**config.mk**
```make
export PLATFORM = sky130hd
export DESIGN_NAME = quad_vertex_batcher_top_flat
export DESIGN_NICKNAME = d
export VERILOG_FILES = /design/src/qvb_pkg.sv /design/src/qvb_in_if.sv /design/src/qvb_out_if.sv /design/src/quad_vertex_batcher_top.sv /design/src/flat_wrapper.sv
export SDC_FILE = /design/constraint.sdc
export NUM_CORES = 2
export LEC_CHECK = 0
export ABC_AREA = 1
export BUFFER_PORTS_ARGS = -buffer_cell sky130_fd_sc_hd__buf_4
export CORE_MARGIN = 5
export CORE_UTILIZATION = 35
export CTS_BUF_LIST = sky130_fd_sc_hd__clkbuf_8
export DETAILED_ROUTE_END_ITERATION = 10
export GPL_ROUTABILITY_DRIVEN = 0
export SYNTH_ARGS = -nofsm -noshare
export SYNTH_HDL_FRONTEND = slang
export SYNTH_SLANG_ARGS = --single-unit
```
**constraint.sdc**
```tcl
create_clock -name clk -period 20.1 [get_ports clk]
set_input_delay 3.015 -clock clk [delete_from_list [all_inputs] [get_ports clk]]
set_output_delay 3.015 -clock clk [all_outputs]
set_load 0.02 [all_outputs]
```
**src/qvb_pkg.sv**
```systemverilog
// Package for the quad vertex batcher: sizes, codes, coefficients and item types.
// Used by the channel interfaces and by quad_vertex_batcher_top.
package qvb_pkg;

  localparam int SLOT_COUNT    = 32;
  localparam int QUAD_CAPACITY = 8192;

  localparam int SLOT_IW = $clog2(SLOT_COUNT);
  localparam int SLOT_CW = $clog2(SLOT_COUNT + 1);
  localparam int QC_W    = $clog2(QUAD_CAPACITY + 1);

  localparam logic [16:0] COEF_A = 17'd102944;
  localparam logic [16:0] COEF_B = 17'd42048;
  localparam logic [16:0] COEF_C = 17'd4640;

  localparam logic [1:0] OP_BEGIN    = 2'd0;
  localparam logic [1:0] OP_SOLID    = 2'd1;
  localparam logic [1:0] OP_TEXTURED = 2'd2;
  localparam logic [1:0] OP_UNUSED   = 2'd3;

  localparam logic [1:0] ST_OK         = 2'd0;
  localparam logic [1:0] ST_SLOTS_FULL = 2'd1;
  localparam logic [1:0] ST_QUADS_FULL = 2'd2;

  localparam logic [31:0] WHITE_RGBA  = 32'hFFFF_FFFF;
  localparam logic [15:0] UNIT_TILING = 16'h0100;

  typedef struct packed {
    logic [1:0]         op;
    logic signed [31:0] pos_x;
    logic signed [31:0] pos_y;
    logic signed [31:0] pos_z;
    logic signed [31:0] size_x;
    logic signed [31:0] size_y;
    logic [15:0]        angle;
    logic [31:0]        rgba;
    logic [15:0]        texture_id;
    logic [15:0]        tiling;
  } qvb_in_t;

  typedef struct packed {
    logic signed [31:0] vert_x;
    logic signed [31:0] vert_y;
    logic signed [31:0] vert_z;
    logic [31:0]        vert_color;
    logic               tex_u;
    logic               tex_v;
    logic [4:0]         slot;
    logic [15:0]        vert_tiling;
    logic [15:0]        index_total;
    logic [1:0]         status;
    logic               last;
  } qvb_out_t;

endpackage

```
**src/qvb_in_if.sv**
```systemverilog
// Valid/ready channel that carries one quad request item.
// Depends on qvb_pkg for the payload type.
interface qvb_in_if;
  logic              valid;
  logic              ready;
  qvb_pkg::qvb_in_t  data;
  modport source (output valid, output data, input ready);
  modport sink   (input valid, input data, output ready);
endinterface

```
**src/qvb_out_if.sv**
```systemverilog
// Valid/ready channel that carries one vertex or error item.
// Depends on qvb_pkg for the payload type.
interface qvb_out_if;
  logic              valid;
  logic              ready;
  qvb_pkg::qvb_out_t data;
  modport source (output valid, output data, input ready);
  modport sink   (input valid, input data, output ready);
endinterface

```
**src/quad_vertex_batcher_top.sv**
```systemverilog
// Quad vertex batcher: turns quad requests into four vertices with texture slot batching.
// Depends on qvb_pkg, qvb_in_if and qvb_out_if.
//
// One item is taken at a time. A quad runs through one shared 33x18 signed multiplier
// under a step sequencer: eight steps evaluate the sine and cosine polynomials and four
// more form the scaled corner products, then each vertex is formed in S_CORNER and
// S_FINAL and handed over in S_OUTW, where it waits for the sink to take it.
// A textured quad first scans the slot table in S_CHK and S_CMP, entry by entry, and
// adds the id when it is new and the table has room, before that work starts.
// Begin-scene and unused codes return to idle with no output; an error gives one item.
module quad_vertex_batcher_top (
  input  logic      clk,
  input  logic      rst_n,
  qvb_in_if.sink    in_ch,
  qvb_out_if.source out_ch
);

  typedef enum logic [7:0] {
    S_IDLE   = 8'b0000_0001,
    S_CHK    = 8'b0000_0010,
    S_CMP    = 8'b0000_0100,
    S_MUL    = 8'b0000_1000,
    S_CORNER = 8'b0001_0000,
    S_FINAL  = 8'b0010_0000,
    S_OUTW   = 8'b0100_0000,
    S_SPARE  = 8'b1000_0000
  } state_t;

  state_t state_r, state_nxt;

  logic [qvb_pkg::SLOT_CW-1:0] slots_used_r;
  logic [qvb_pkg::QC_W-1:0]    quad_count_r;
  logic [qvb_pkg::SLOT_CW-1:0] idx_r;
  logic [qvb_pkg::SLOT_IW-1:0] slot_r;
  logic [3:0]                  step_r;
  logic [1:0]                  k_r;
  logic                        out_valid_r;
  qvb_pkg::qvb_in_t            item_r;
  qvb_pkg::qvb_out_t           out_r;
  qvb_pkg::qvb_out_t           err_item;

  logic [15:0] slot_mem [qvb_pkg::SLOT_COUNT];
  logic [15:0] rd_r;

  logic [16:0] x2_r, s_r, s0_r, c0_r;
  logic signed [50:0] a1_r, a2_r, b1_r, b2_r;
  logic signed [51:0] dx_r, dy_r;

  logic signed [32:0] mul_a;
  logic signed [17:0] mul_b;
  logic signed [50:0] prod;
  logic [16:0] xq, xa, prod_hi;
  logic signed [17:0] s0s, c0s, sn, cs;
  logic signed [51:0] a1e, a2e, b1e, b2e;
  logic signed [34:0] rx, ry;
  logic signed [35:0] sum_x, sum_y;
  logic [31:0] vx, vy;
  logic [15:0] index_now;
  logic in_acc, out_acc, quads_full;

  assign in_acc     = in_ch.valid && in_ch.ready;
  assign out_acc    = out_ch.valid && out_ch.ready;
  assign quads_full = quad_count_r >= qvb_pkg::QC_W'(qvb_pkg::QUAD_CAPACITY);
  assign index_now  = 16'({quad_count_r, 2'b00}) + 16'({quad_count_r, 1'b0});

  assign in_ch.ready  = state_r == S_IDLE;
  assign out_ch.valid = out_valid_r;
  assign out_ch.data  = out_r;

  always_comb begin
    err_item             = '0;
    err_item.index_total = index_now;
    err_item.status      = (state_r == S_IDLE) ? qvb_pkg::ST_QUADS_FULL : qvb_pkg::ST_SLOTS_FULL;
    err_item.last        = 1'b1;
  end

  // Shared multiplier and its operand selection.
  assign xq  = {1'b0, item_r.angle[13:0], 2'b00};
  assign xa  = step_r[2] ? 17'd65536 - xq : xq;
  assign s0s = $signed({1'b0, s0_r});
  assign c0s = $signed({1'b0, c0_r});

  always_comb begin
    unique case (item_r.angle[15:14])
      2'd0: begin sn = s0s;  cs = c0s;  end
      2'd1: begin sn = c0s;  cs = -s0s; end
      2'd2: begin sn = -s0s; cs = -c0s; end
      default: begin sn = -c0s; cs = s0s; end
    endcase
  end

  always_comb begin
    if (step_r[3]) begin
      case (step_r[1:0])
        2'd0:    begin mul_a = 33'(item_r.size_x); mul_b = cs; end
        2'd1:    begin mul_a = 33'(item_r.size_y); mul_b = sn; end
        2'd2:    begin mul_a = 33'(item_r.size_x); mul_b = sn; end
        default: begin mul_a = 33'(item_r.size_y); mul_b = cs; end
      endcase
    end else begin
      case (step_r[1:0])
        2'd0:    begin mul_a = $signed({16'd0, xa});           mul_b = $signed({1'b0, xa}); end
        2'd1:    begin mul_a = $signed({16'd0, qvb_pkg::COEF_C}); mul_b = $signed({1'b0, x2_r}); end
        2'd2:    begin mul_a = $signed({16'd0, s_r});          mul_b = $signed({1'b0, x2_r}); end
        default: begin mul_a = $signed({16'd0, s_r});          mul_b = $signed({1'b0, xa}); end
      endcase
    end
  end

  assign prod    = mul_a * mul_b;
  assign prod_hi = prod[32:16];

  // Corner combination, rounding and saturation.
  assign a1e = 52'(a1_r);
  assign a2e = 52'(a2_r);
  assign b1e = 52'(b1_r);
  assign b2e = 52'(b2_r);

  logic ux_neg, uy_neg;
  assign ux_neg = ~(k_r[0] ^ k_r[1]);
  assign uy_neg = ~k_r[1];

  logic signed [51:0] dx_w, dy_w, rxw, ryw;
  assign dx_w = (ux_neg ? -a1e : a1e) - (uy_neg ? -a2e : a2e);
  assign dy_w = (ux_neg ? -b1e : b1e) + (uy_neg ? -b2e : b2e);
  assign rxw  = (dx_r + 52'sd65536) >>> 17;
  assign ryw  = (dy_r + 52'sd65536) >>> 17;
  assign rx   = rxw[34:0];
  assign ry   = ryw[34:0];
  assign sum_x = 36'(item_r.pos_x) + 36'(rx);
  assign sum_y = 36'(item_r.pos_y) + 36'(ry);

  always_comb begin
    if (sum_x[35:31] == 5'b00000 || sum_x[35:31] == 5'b11111) vx = sum_x[31:0];
    else vx = sum_x[35] ? 32'h8000_0000 : 32'h7FFF_FFFF;
    if (sum_y[35:31] == 5'b00000 || sum_y[35:31] == 5'b11111) vy = sum_y[31:0];
    else vy = sum_y[35] ? 32'h8000_0000 : 32'h7FFF_FFFF;
  end

  // Sequencer.
  always_comb begin
    state_nxt = state_r;
    unique case (state_r)
      S_IDLE: begin
        if (in_acc) begin
          if (in_ch.data.op == qvb_pkg::OP_SOLID || in_ch.data.op == qvb_pkg::OP_TEXTURED) begin
            if (quads_full) state_nxt = S_OUTW;
            else if (in_ch.data.op == qvb_pkg::OP_TEXTURED) state_nxt = S_CHK;
            else state_nxt = S_MUL;
          end
        end
      end
      S_CHK: begin
        if (idx_r >= slots_used_r) begin
          if (slots_used_r >= qvb_pkg::SLOT_CW'(qvb_pkg::SLOT_COUNT)) state_nxt = S_OUTW;
          else state_nxt = S_MUL;
        end else begin
          state_nxt = S_CMP;
        end
      end
      S_CMP:    state_nxt = (rd_r == item_r.texture_id) ? S_MUL : S_CHK;
      S_MUL:    state_nxt = (step_r == 4'd11) ? S_CORNER : S_MUL;
      S_CORNER: state_nxt = S_FINAL;
      S_FINAL:  state_nxt = S_OUTW;
      S_OUTW: begin
        if (out_acc) state_nxt = out_r.last ? S_IDLE : S_CORNER;
      end
      default:  state_nxt = S_IDLE;
    endcase
  end

  always_ff @(posedge clk) begin
    if (!rst_n) begin
      state_r      <= S_IDLE;
      slots_used_r <= qvb_pkg::SLOT_CW'(1);
      quad_count_r <= '0;
      out_valid_r  <= 1'b0;
      step_r       <= '0;
      k_r          <= '0;
      idx_r        <= '0;
    end else begin
      state_r <= state_nxt;
      unique case (state_r)
        S_IDLE: begin
          if (in_acc) begin
            step_r <= '0;
            k_r    <= '0;
            idx_r  <= qvb_pkg::SLOT_CW'(1);
            if (in_ch.data.op == qvb_pkg::OP_BEGIN) begin
              quad_count_r <= '0;
              slots_used_r <= qvb_pkg::SLOT_CW'(1);
            end else if (in_ch.data.op == qvb_pkg::OP_SOLID ||
                         in_ch.data.op == qvb_pkg::OP_TEXTURED) begin
              if (quads_full) out_valid_r <= 1'b1;
              else if (in_ch.data.op == qvb_pkg::OP_SOLID) quad_count_r <= quad_count_r + 1'b1;
            end
          end
        end
        S_CHK: begin
          if (idx_r >= slots_used_r) begin
            if (slots_used_r >= qvb_pkg::SLOT_CW'(qvb_pkg::SLOT_COUNT)) begin
              out_valid_r <= 1'b1;
            end else begin
              slots_used_r <= slots_used_r + 1'b1;
              quad_count_r <= quad_count_r + 1'b1;
            end
          end
        end
        S_CMP: begin
          if (rd_r == item_r.texture_id) quad_count_r <= quad_count_r + 1'b1;
          else idx_r <= idx_r + 1'b1;
        end
        S_MUL:   step_r <= step_r + 1'b1;
        S_FINAL: out_valid_r <= 1'b1;
        S_OUTW: begin
          if (out_acc) begin
            out_valid_r <= 1'b0;
            k_r         <= k_r + 1'b1;
          end
        end
        default: ;
      endcase
    end
  end

  // Slot table.
  always_ff @(posedge clk) begin
    if (state_r == S_CHK) begin
      if (idx_r >= slots_used_r) begin
        if (slots_used_r < qvb_pkg::SLOT_CW'(qvb_pkg::SLOT_COUNT))
          slot_mem[slots_used_r[qvb_pkg::SLOT_IW-1:0]] <= item_r.texture_id;
      end else begin
        rd_r <= slot_mem[idx_r[qvb_pkg::SLOT_IW-1:0]];
      end
    end
  end

  // Payload and datapath registers.
  always_ff @(posedge clk) begin
    if (in_acc) begin
      item_r <= in_ch.data;
      slot_r <= '0;
      if (quads_full) out_r <= err_item;
    end
    if (state_r == S_CHK && idx_r >= slots_used_r) begin
      slot_r <= slots_used_r[qvb_pkg::SLOT_IW-1:0];
      if (slots_used_r >= qvb_pkg::SLOT_CW'(qvb_pkg::SLOT_COUNT)) out_r <= err_item;
    end
    if (state_r == S_CMP) slot_r <= idx_r[qvb_pkg::SLOT_IW-1:0];
    if (state_r == S_MUL) begin
      if (step_r[3]) begin
        case (step_r[1:0])
          2'd0:    a1_r <= prod;
          2'd1:    a2_r <= prod;
          2'd2:    b1_r <= prod;
          default: b2_r <= prod;
        endcase
      end else begin
        case (step_r[1:0])
          2'd0: x2_r <= prod_hi;
          2'd1: s_r  <= qvb_pkg::COEF_B - prod_hi;
          2'd2: s_r  <= qvb_pkg::COEF_A - prod_hi;
          default: begin
            if (step_r[2]) c0_r <= prod_hi;
            else s0_r <= prod_hi;
          end
        endcase
      end
    end
    if (state_r == S_CORNER) begin
      dx_r <= dx_w;
      dy_r <= dy_w;
    end
    if (state_r == S_FINAL) begin
      out_r.vert_x      <= vx;
      out_r.vert_y      <= vy;
      out_r.vert_z      <= item_r.pos_z;
      out_r.tex_u       <= k_r[0] ^ k_r[1];
      out_r.tex_v       <= k_r[1];
      out_r.slot        <= 5'(slot_r);
      out_r.index_total <= index_now;
      out_r.status      <= qvb_pkg::ST_OK;
      out_r.last        <= k_r == 2'd3;
      if (item_r.op == qvb_pkg::OP_TEXTURED) begin
        out_r.vert_color  <= qvb_pkg::WHITE_RGBA;
        out_r.vert_tiling <= item_r.tiling;
      end else begin
        out_r.vert_color  <= item_r.rgba;
        out_r.vert_tiling <= qvb_pkg::UNIT_TILING;
      end
    end
  end

  a_no_overlap: assert property (@(posedge clk) disable iff (!rst_n)
    !(in_ch.ready && out_ch.valid))
    else $error("input taken while an item is still offered");

  a_err_last: assert property (@(posedge clk) disable iff (!rst_n)
    out_ch.valid && out_ch.data.status != qvb_pkg::ST_OK |-> out_ch.data.last)
    else $error("error item not marked last");

  a_slots_range: assert property (@(posedge clk) disable iff (!rst_n)
    slots_used_r != '0 && slots_used_r <= qvb_pkg::SLOT_CW'(qvb_pkg::SLOT_COUNT))
    else $error("slot fill count out of range");

  a_quad_range: assert property (@(posedge clk) disable iff (!rst_n)
    quad_count_r <= qvb_pkg::QC_W'(qvb_pkg::QUAD_CAPACITY))
    else $error("quad count beyond capacity");

endmodule
```
**src/flat_wrapper.sv**
```systemverilog
// flat-port wrapper written by rule: the top's interface ports become plain ports
module quad_vertex_batcher_top_flat 
  (clk, rst_n, in_ch_valid, in_ch_data, in_ch_ready, out_ch_valid, out_ch_data, out_ch_ready);
  qvb_in_if in_ch_i ();
  qvb_out_if out_ch_i ();
  input  logic clk;
  input  logic rst_n;
  input wire logic [$bits(in_ch_i.valid)-1:0] in_ch_valid;
  input wire logic [$bits(in_ch_i.data)-1:0] in_ch_data;
  output wire logic [$bits(in_ch_i.ready)-1:0] in_ch_ready;
  output wire logic [$bits(out_ch_i.valid)-1:0] out_ch_valid;
  output wire logic [$bits(out_ch_i.data)-1:0] out_ch_data;
  input wire logic [$bits(out_ch_i.ready)-1:0] out_ch_ready;
  assign in_ch_i.valid = in_ch_valid;
  assign in_ch_i.data = in_ch_data;
  assign in_ch_ready = in_ch_i.ready;
  assign out_ch_valid = out_ch_i.valid;
  assign out_ch_data = out_ch_i.data;
  assign out_ch_i.ready = out_ch_ready;
  quad_vertex_batcher_top u_core (.clk(clk), .rst_n(rst_n), .in_ch(in_ch_i), .out_ch(out_ch_i));
endmodule
```
After elaboration in Yosys (flattened, before gate mapping)
Memories as Yosys holds them, arrays and structs flattened. A register that Yosys moved wholly into a read port is not among the register bits.
Cells that the tools add are included.
Word-level totals
  latch bits: 0
  bits in read-only memories: 0
  bits in registers: 834
  logic and storage cells: 216
  memories kept: 1
  RAM bits: 512
Cells by class
  multipliers: 1
  shift operators: 0
  div/mod/pow operators: 0
  muxes and demuxes: 74
  add/subtract/negate cells: 21
  eq/ne operators: 33
  order comparisons: 4
  reduce and logical (&&, ||, !) cells: 38
  bitwise operators: 5
Memories
  u_core.slot_mem: words 32, width 16, read ports 1, clocked after Yosys merged registers in 1, wr ports 1, RTL line quad_vertex_batcher_top.sv:42  | logic [15:0] slot_mem [qvb_pkg::SLOT_COUNT];
Operators by type and width (count)
  170-bit 2-to-1 mux: 5
  52-bit 2-to-1 mux: 4
  51-bit negator with 52-bit output: 4
  32-bit 2-to-1 mux: 5
  14-bit 2-to-1 mux: 8
  18-bit case mux with 3 select lines: 2
  52-bit by 18-bit adder with 52-bit output (second input constant): 2
  32-bit by 35-bit adder with 36-bit output: 2
  17-bit case mux with 2 select lines: 2
  33-bit 2-to-1 mux: 2
  8-bit case mux with 7 select lines: 1
  52-bit adder: 1
  52-bit subtractor: 1
  33-bit by 18-bit multiplier with 51-bit output: 1
  14-bit case mux with 3 select lines: 1
  18-bit 2-to-1 mux: 2
  6-bit 2-to-1 mux: 6
  17-bit negator with 18-bit output: 2
  17-bit 2-to-1 mux: 2
  8-bit 2-to-1 mux: 4
  3-bit AND reduction: 9
  5-bit 2-to-1 mux: 5
  6-bit case mux with 2 select lines: 2
  2-bit inequality test (second input constant): 9
  other kinds (49): 94

Longest topological paths before layout
  depth after elaboration: 7
  mapped depth: 48
  mapped depth without buffers: 47

Worst setup path after synthesis
No wires, ideal clock.
  kind: input to register
  start point: input port in_ch_valid
  end point: register u_core.slot_r[0] in the netlist's numbering (enable)
  setup slack: 4.953 ns
  required time: 19.729 ns
  arrival time: 14.776 ns
  stages: 4
  cell sequence: inv_1 nor2_1 inv_1 nand3_1
On the way
  word-level cells in the longest chain between the ends: 2
Ends and longest elaborated chain
  start: declaration: RTL line flat_wrapper.sv:8  | input wire logic [$bits(in_ch_i.valid)-1:0] in_ch_valid;
  1-bit logical AND: RTL line quad_vertex_batcher_top.sv:61  | assign in_acc = in_ch.valid && in_ch.ready;
  via u_core.in_acc: RTL line quad_vertex_batcher_top.sv:59  | logic in_acc, out_acc, quads_full;
  3-bit nonzero test (no line)
  end signal: assignment: RTL line quad_vertex_batcher_top.sv:246  | slot_r <= slots_used_r[qvb_pkg::SLOT_IW-1:0];
  end signal: assignment: RTL line quad_vertex_batcher_top.sv:249  | if (state_r == S_CMP) slot_r <= idx_r[qvb_pkg::SLOT_IW-1:0];
  end: declaration: RTL line quad_vertex_batcher_top.sv:34  | logic [qvb_pkg::SLOT_IW-1:0] slot_r;
The timed path passes the listed nets, and every way through them passes these cells.
A chain may end at the register's enable or synchronous reset.

Final worst setup path
  start point: register u_core.step_r[0]
  end point: register u_core.s_r[14] (data pin)
On the way
  word-level cells in the longest chain between the ends: 7
  elaborated cells on any way between the ends: 15
  classes of those cells: add/sub: 2; mul: 1; eq/ne: 2; mux: 7; reduce/logical: 3
Ends and longest elaborated chain
  start: declaration: RTL line quad_vertex_batcher_top.sv:35  | logic [3:0] step_r;
  start signal: assignment: RTL line quad_vertex_batcher_top.sv:213  | S_MUL: step_r <= step_r + 1'b1;
  2-bit equality test (tied with other cells): RTL line quad_vertex_batcher_top.sv:94, quad_vertex_batcher_top.sv:101
  2-bit OR reduction (no line)
  33-bit 2-to-1 mux (tied with other cells): RTL line quad_vertex_batcher_top.sv:94  | case (step_r[1:0])
  33-bit 2-to-1 mux / 18-bit 2-to-1 mux (equally long branches): RTL line quad_vertex_batcher_top.sv:93  | if (step_r[3]) begin
  33-bit by 18-bit multiplier with 51-bit output (*): RTL line quad_vertex_batcher_top.sv:110  | assign prod = mul_a * mul_b;
  via u_core.prod[21]: RTL line quad_vertex_batcher_top.sv:51  | logic signed [50:0] prod;
  17-bit subtractor / 16-bit by 17-bit subtractor with 17-bit output (equally long branches): RTL line quad_vertex_batcher_top.sv:262, quad_vertex_batcher_top.sv:261
  17-bit case mux with 2 select lines (*): RTL line quad_vertex_batcher_top.sv:259  | case (step_r[1:0])
  end signal: assignment: RTL line quad_vertex_batcher_top.sv:261  | 2'd1: s_r <= qvb_pkg::COEF_B - prod_hi;
  end signal: assignment: RTL line quad_vertex_batcher_top.sv:262  | 2'd2: s_r <= qvb_pkg::COEF_A - prod_hi;
  end: declaration: RTL line quad_vertex_batcher_top.sv:45  | logic [16:0] x2_r, s_r, s0_r, c0_r;
The timed path passes the listed nets; every way through them passes the cells marked *.

==> results.yml <==
global_routing:
  grt_max_degree: 100
  first_global_vias: 70800
  grt_pass1_wl_um: 417000
  antenna_found_initial: 14
  track_usage_pct: 20.2
  overflow: 0
timing:
  slew_violations: 0
  setup_tns_ns: 0
  setup_ws_ns: 8.89
  rsz0062_at_grt: "false"
  max_slew_margin_pct: 1.25
  fin_crit_ns: 11.21
  worstMarginPinSlew_ns: 1.48
  skew_ns: 0.117
  post-route-period-util_pct: 55.8
  hold_violations: 0
  setup_violations: 0
  clock.fmax_mhz: 89.2
clock_tree:
  clkLatencyLatePin_ns: 1.04
  cts_resized: 0
  clkTransAtPathRegs_ns: 0.07
  cts-root-buf: "clkbuf_8"
  cts_tree: "built"
  cts_setup_buffers: 0
  cts_buffers: 219
  clock_sinks: 1329
  cts_hold_buf: 0
  clockBufferDepth: 3
  htreeDepth: 4
critical_path:
  cp.arrival_ns: 11.98
  cp.buffers_inverters: 11
  critPathMaxFanout: 34
  critPathRequiredTime_ns: 20.87
  crit_family: "adder cells"
  worstSetupPathType: "register to register"
  r2r-start: "u_core.step_r[0]"
  cp-end-kind: "register"
  timing.reg2reg.worst_path_depth: 36
  crit_top_cell: "inv_1"
  slowest_delay_ns: 1.12
  start_kind: "register"
  rrSetupSlack_ns: 8.89
  cp_slowest_cell: "a21oi_1"
  timing.rr.end: "u_core.s_r[14]"
routing:
  ant_nets: 0
  wl_per_cell_um: 20.0
  drt-initial-drc-count: 7134
  vias: 71100
  via_per_inst: 5.17
  drt_pre_antenna_iters: 7
  post-route-drc-count: 0
  drt-total-wl_um: 275000
placement:
  portBuffers: 417
  dpl.hpwl_um: 203000
  pre_cts_ws_ns: 9.17
min_path:
  min_to: "u_core.out_ch.data[3]"
  holdCritPathClass: "register to register"
  hold_depth: 2
  hold_path.startpoint: "u_core.out_ch.data[3]"
floorplanning:
  dieArea_mm2: 0.264
  row_count: 185
  die_h_um: 514
  initial_utilization_pct: 35.1
  die_w_um: 514
  core_area_mm2: 0.253
  ios: 418
logic_synthesis:
  synth_commonest_cells: "nand2_1 (1793), inv_1 (1443), nor2_1 (1152), edfxtp_1 (1119), o21ai_0 (574)"
  synth_edf_count: 1119
  synth-async-reset-ratio_pct: 0
  synth_area_leader_cell: "edfxtp_1"
  syn_nets: 10900
  synth_top_area_share_pct: 37.8
  synth_area_leaders: "edfxtp_1 (38%), fa_1 (13%), nand2_1 (7.6%), inv_1 (6.1%), ha_1 (4.9%)"
  yosysMostFrequentCell: "nand2_1"
  ys_warn_count: 0
  syn_area_per_cell_um2: 9.12
  synth_cells: 9739
  synth.distinct_cells: 78
  synth-seq-area-share_pct: 42.6
  netlist_area_mm2: 0.0889
  yosys_register_bits: 1329
  synth_ff_type: "edfxtp_1"
outcome:
  status: "complete, no violations"
power:
  power_density_mw_per_mm2: 173
  irDropWorstVdd_mv: 0.866
  leakagePower_nw: 41.2
finish:
  drive_gt1_share_pct: 10.1
  syn2layout_area_growth_pct: 12.8
  nets: 11300
run:
  drv_cap: 0
==> state kept, by name, summed over array words and instances (netlist names), 17 cells and up <==
| signal | flops |
|---|---|
| u_core.slot_mem | 512 |
| u_core.a1_r | 51 |
| u_core.item_r | 242 |
| u_core.out_ch.data | 170 |
| u_core.x2_r | 17 |
| u_core.b2_r | 51 |
| u_core.dy_r | 36 |
| u_core.s_r | 17 |
| u_core.s0_r | 17 |
| u_core.a2_r | 51 |
| u_core.dx_r | 36 |
| u_core.b1_r | 51 |
| u_core.c0_r | 17 |
==> kinds of logic after synthesis <==
| group | after synthesis | synth area share (%) |
|---|---|---|
| simple gates | 3814 | 18.1 |
| buf+inv | 1795 | 7.82 |
| compound gates | 1408 | 9.21 |
| flops | 1329 | 42.6 |
| fa+ha+maj | 909 | 17.5 |
| xor+xnor | 484 | 4.78 |
==> per-layer routing <==
metal	track usage (%)	vias to the layer above	wire length, um
met5	0	-	108
met4	6.95	16	9650
met3	4.19	552	24600
met2	32.4	3310	125000
met1	27.1	34300	116000
li1	-	32900	-
==> layout by cell type (no fill, tap or decap), drive strengths merged, types with 9 or more instances in the layout <==
cell and n:
nor3 140, nand4 104, nand3 429, dfxtp 210, edfxtp 1119, fa 562
nor4 45, xnor2 166, buf 532, nand2 1840, a31oi 61, nor2 1193
o21bai 37, o21a 11, o22ai 89, o31ai 12, clkinv 94, nand3b 17
clkbuf 230, a22o 37, o211ai 41, xor2 318, inv 1557, and2 9
o21ai 610, ha 347, or2 27, a21o 11, a32o 15, a21oi 382
o221ai 57
==> worst register-to-register path, delay by kind of cell (launching register included) <==
kind	cells	cell delay, ns
AO/OA/AOI/OAI	5	1.99
AND/OR/NAND/NOR	10	1.98
buffers and inverters	11	1.90
adder cells (fa/ha/maj)	9	3.81
XOR/XNOR	1	0.81
flip-flops	1	0.45
==> worst max path at each step <==
stage                             endpoint  depth (start not counted)  slack (ns)        startpoint
after global placement      u_core.s_r[14]                         36        9.31  u_core.step_r[0]
after CTS                   u_core.s_r[14]                         35        9.12  u_core.step_r[0]
final                       u_core.s_r[14]                         36        8.89  u_core.step_r[0]
after global routing        u_core.s_r[15]                         37        8.46  u_core.step_r[0]
after detailed placement    u_core.s_r[14]                         36        9.17  u_core.step_r[0]
after floorplan           u_core.slot_r[0]                          4        4.95       in_ch_valid
==> power by group <==
group	leakage (nW)	total [W]	internal, W	switching, W
Combinational	26.8	0.0104	0.00259	0.00779
Clock	2.47	0.00237	0.00119	0.00118
Sequential	11.9	0.00456	0.00452	0.0000417
==> per-stage QoR <==
step                      cell area [um2]  total power (W)  instances  util [%]  hold slack [ns]
after global routing               100000           0.0183      13700      39.5            0.453
after detailed placement            95800           0.0147      13300      37.8            0.429
after global placement              95800           0.0146      13300      37.8            0.419
after floorplan                     88900           0.0107       9739         -            0.442
after CTS                          100000           0.0171      13700      39.5            0.438
final                              100000           0.0173      13700      39.5            0.431
==> cell type report <==
cell class / instances / area, um2
fillers: 24900 / 153000
multi-input cells: 6615 / 44200
flip-flops and latches: 1329 / 37800
inverters: 1488 / 5590
well taps: 3366 / 4210
repair buffers: 532 / 3990
clock buffers: 230 / 3170
clock inverters: 176 / 1210
diodes: 6 / 15.0
Power figures use the tool's default switching activity.
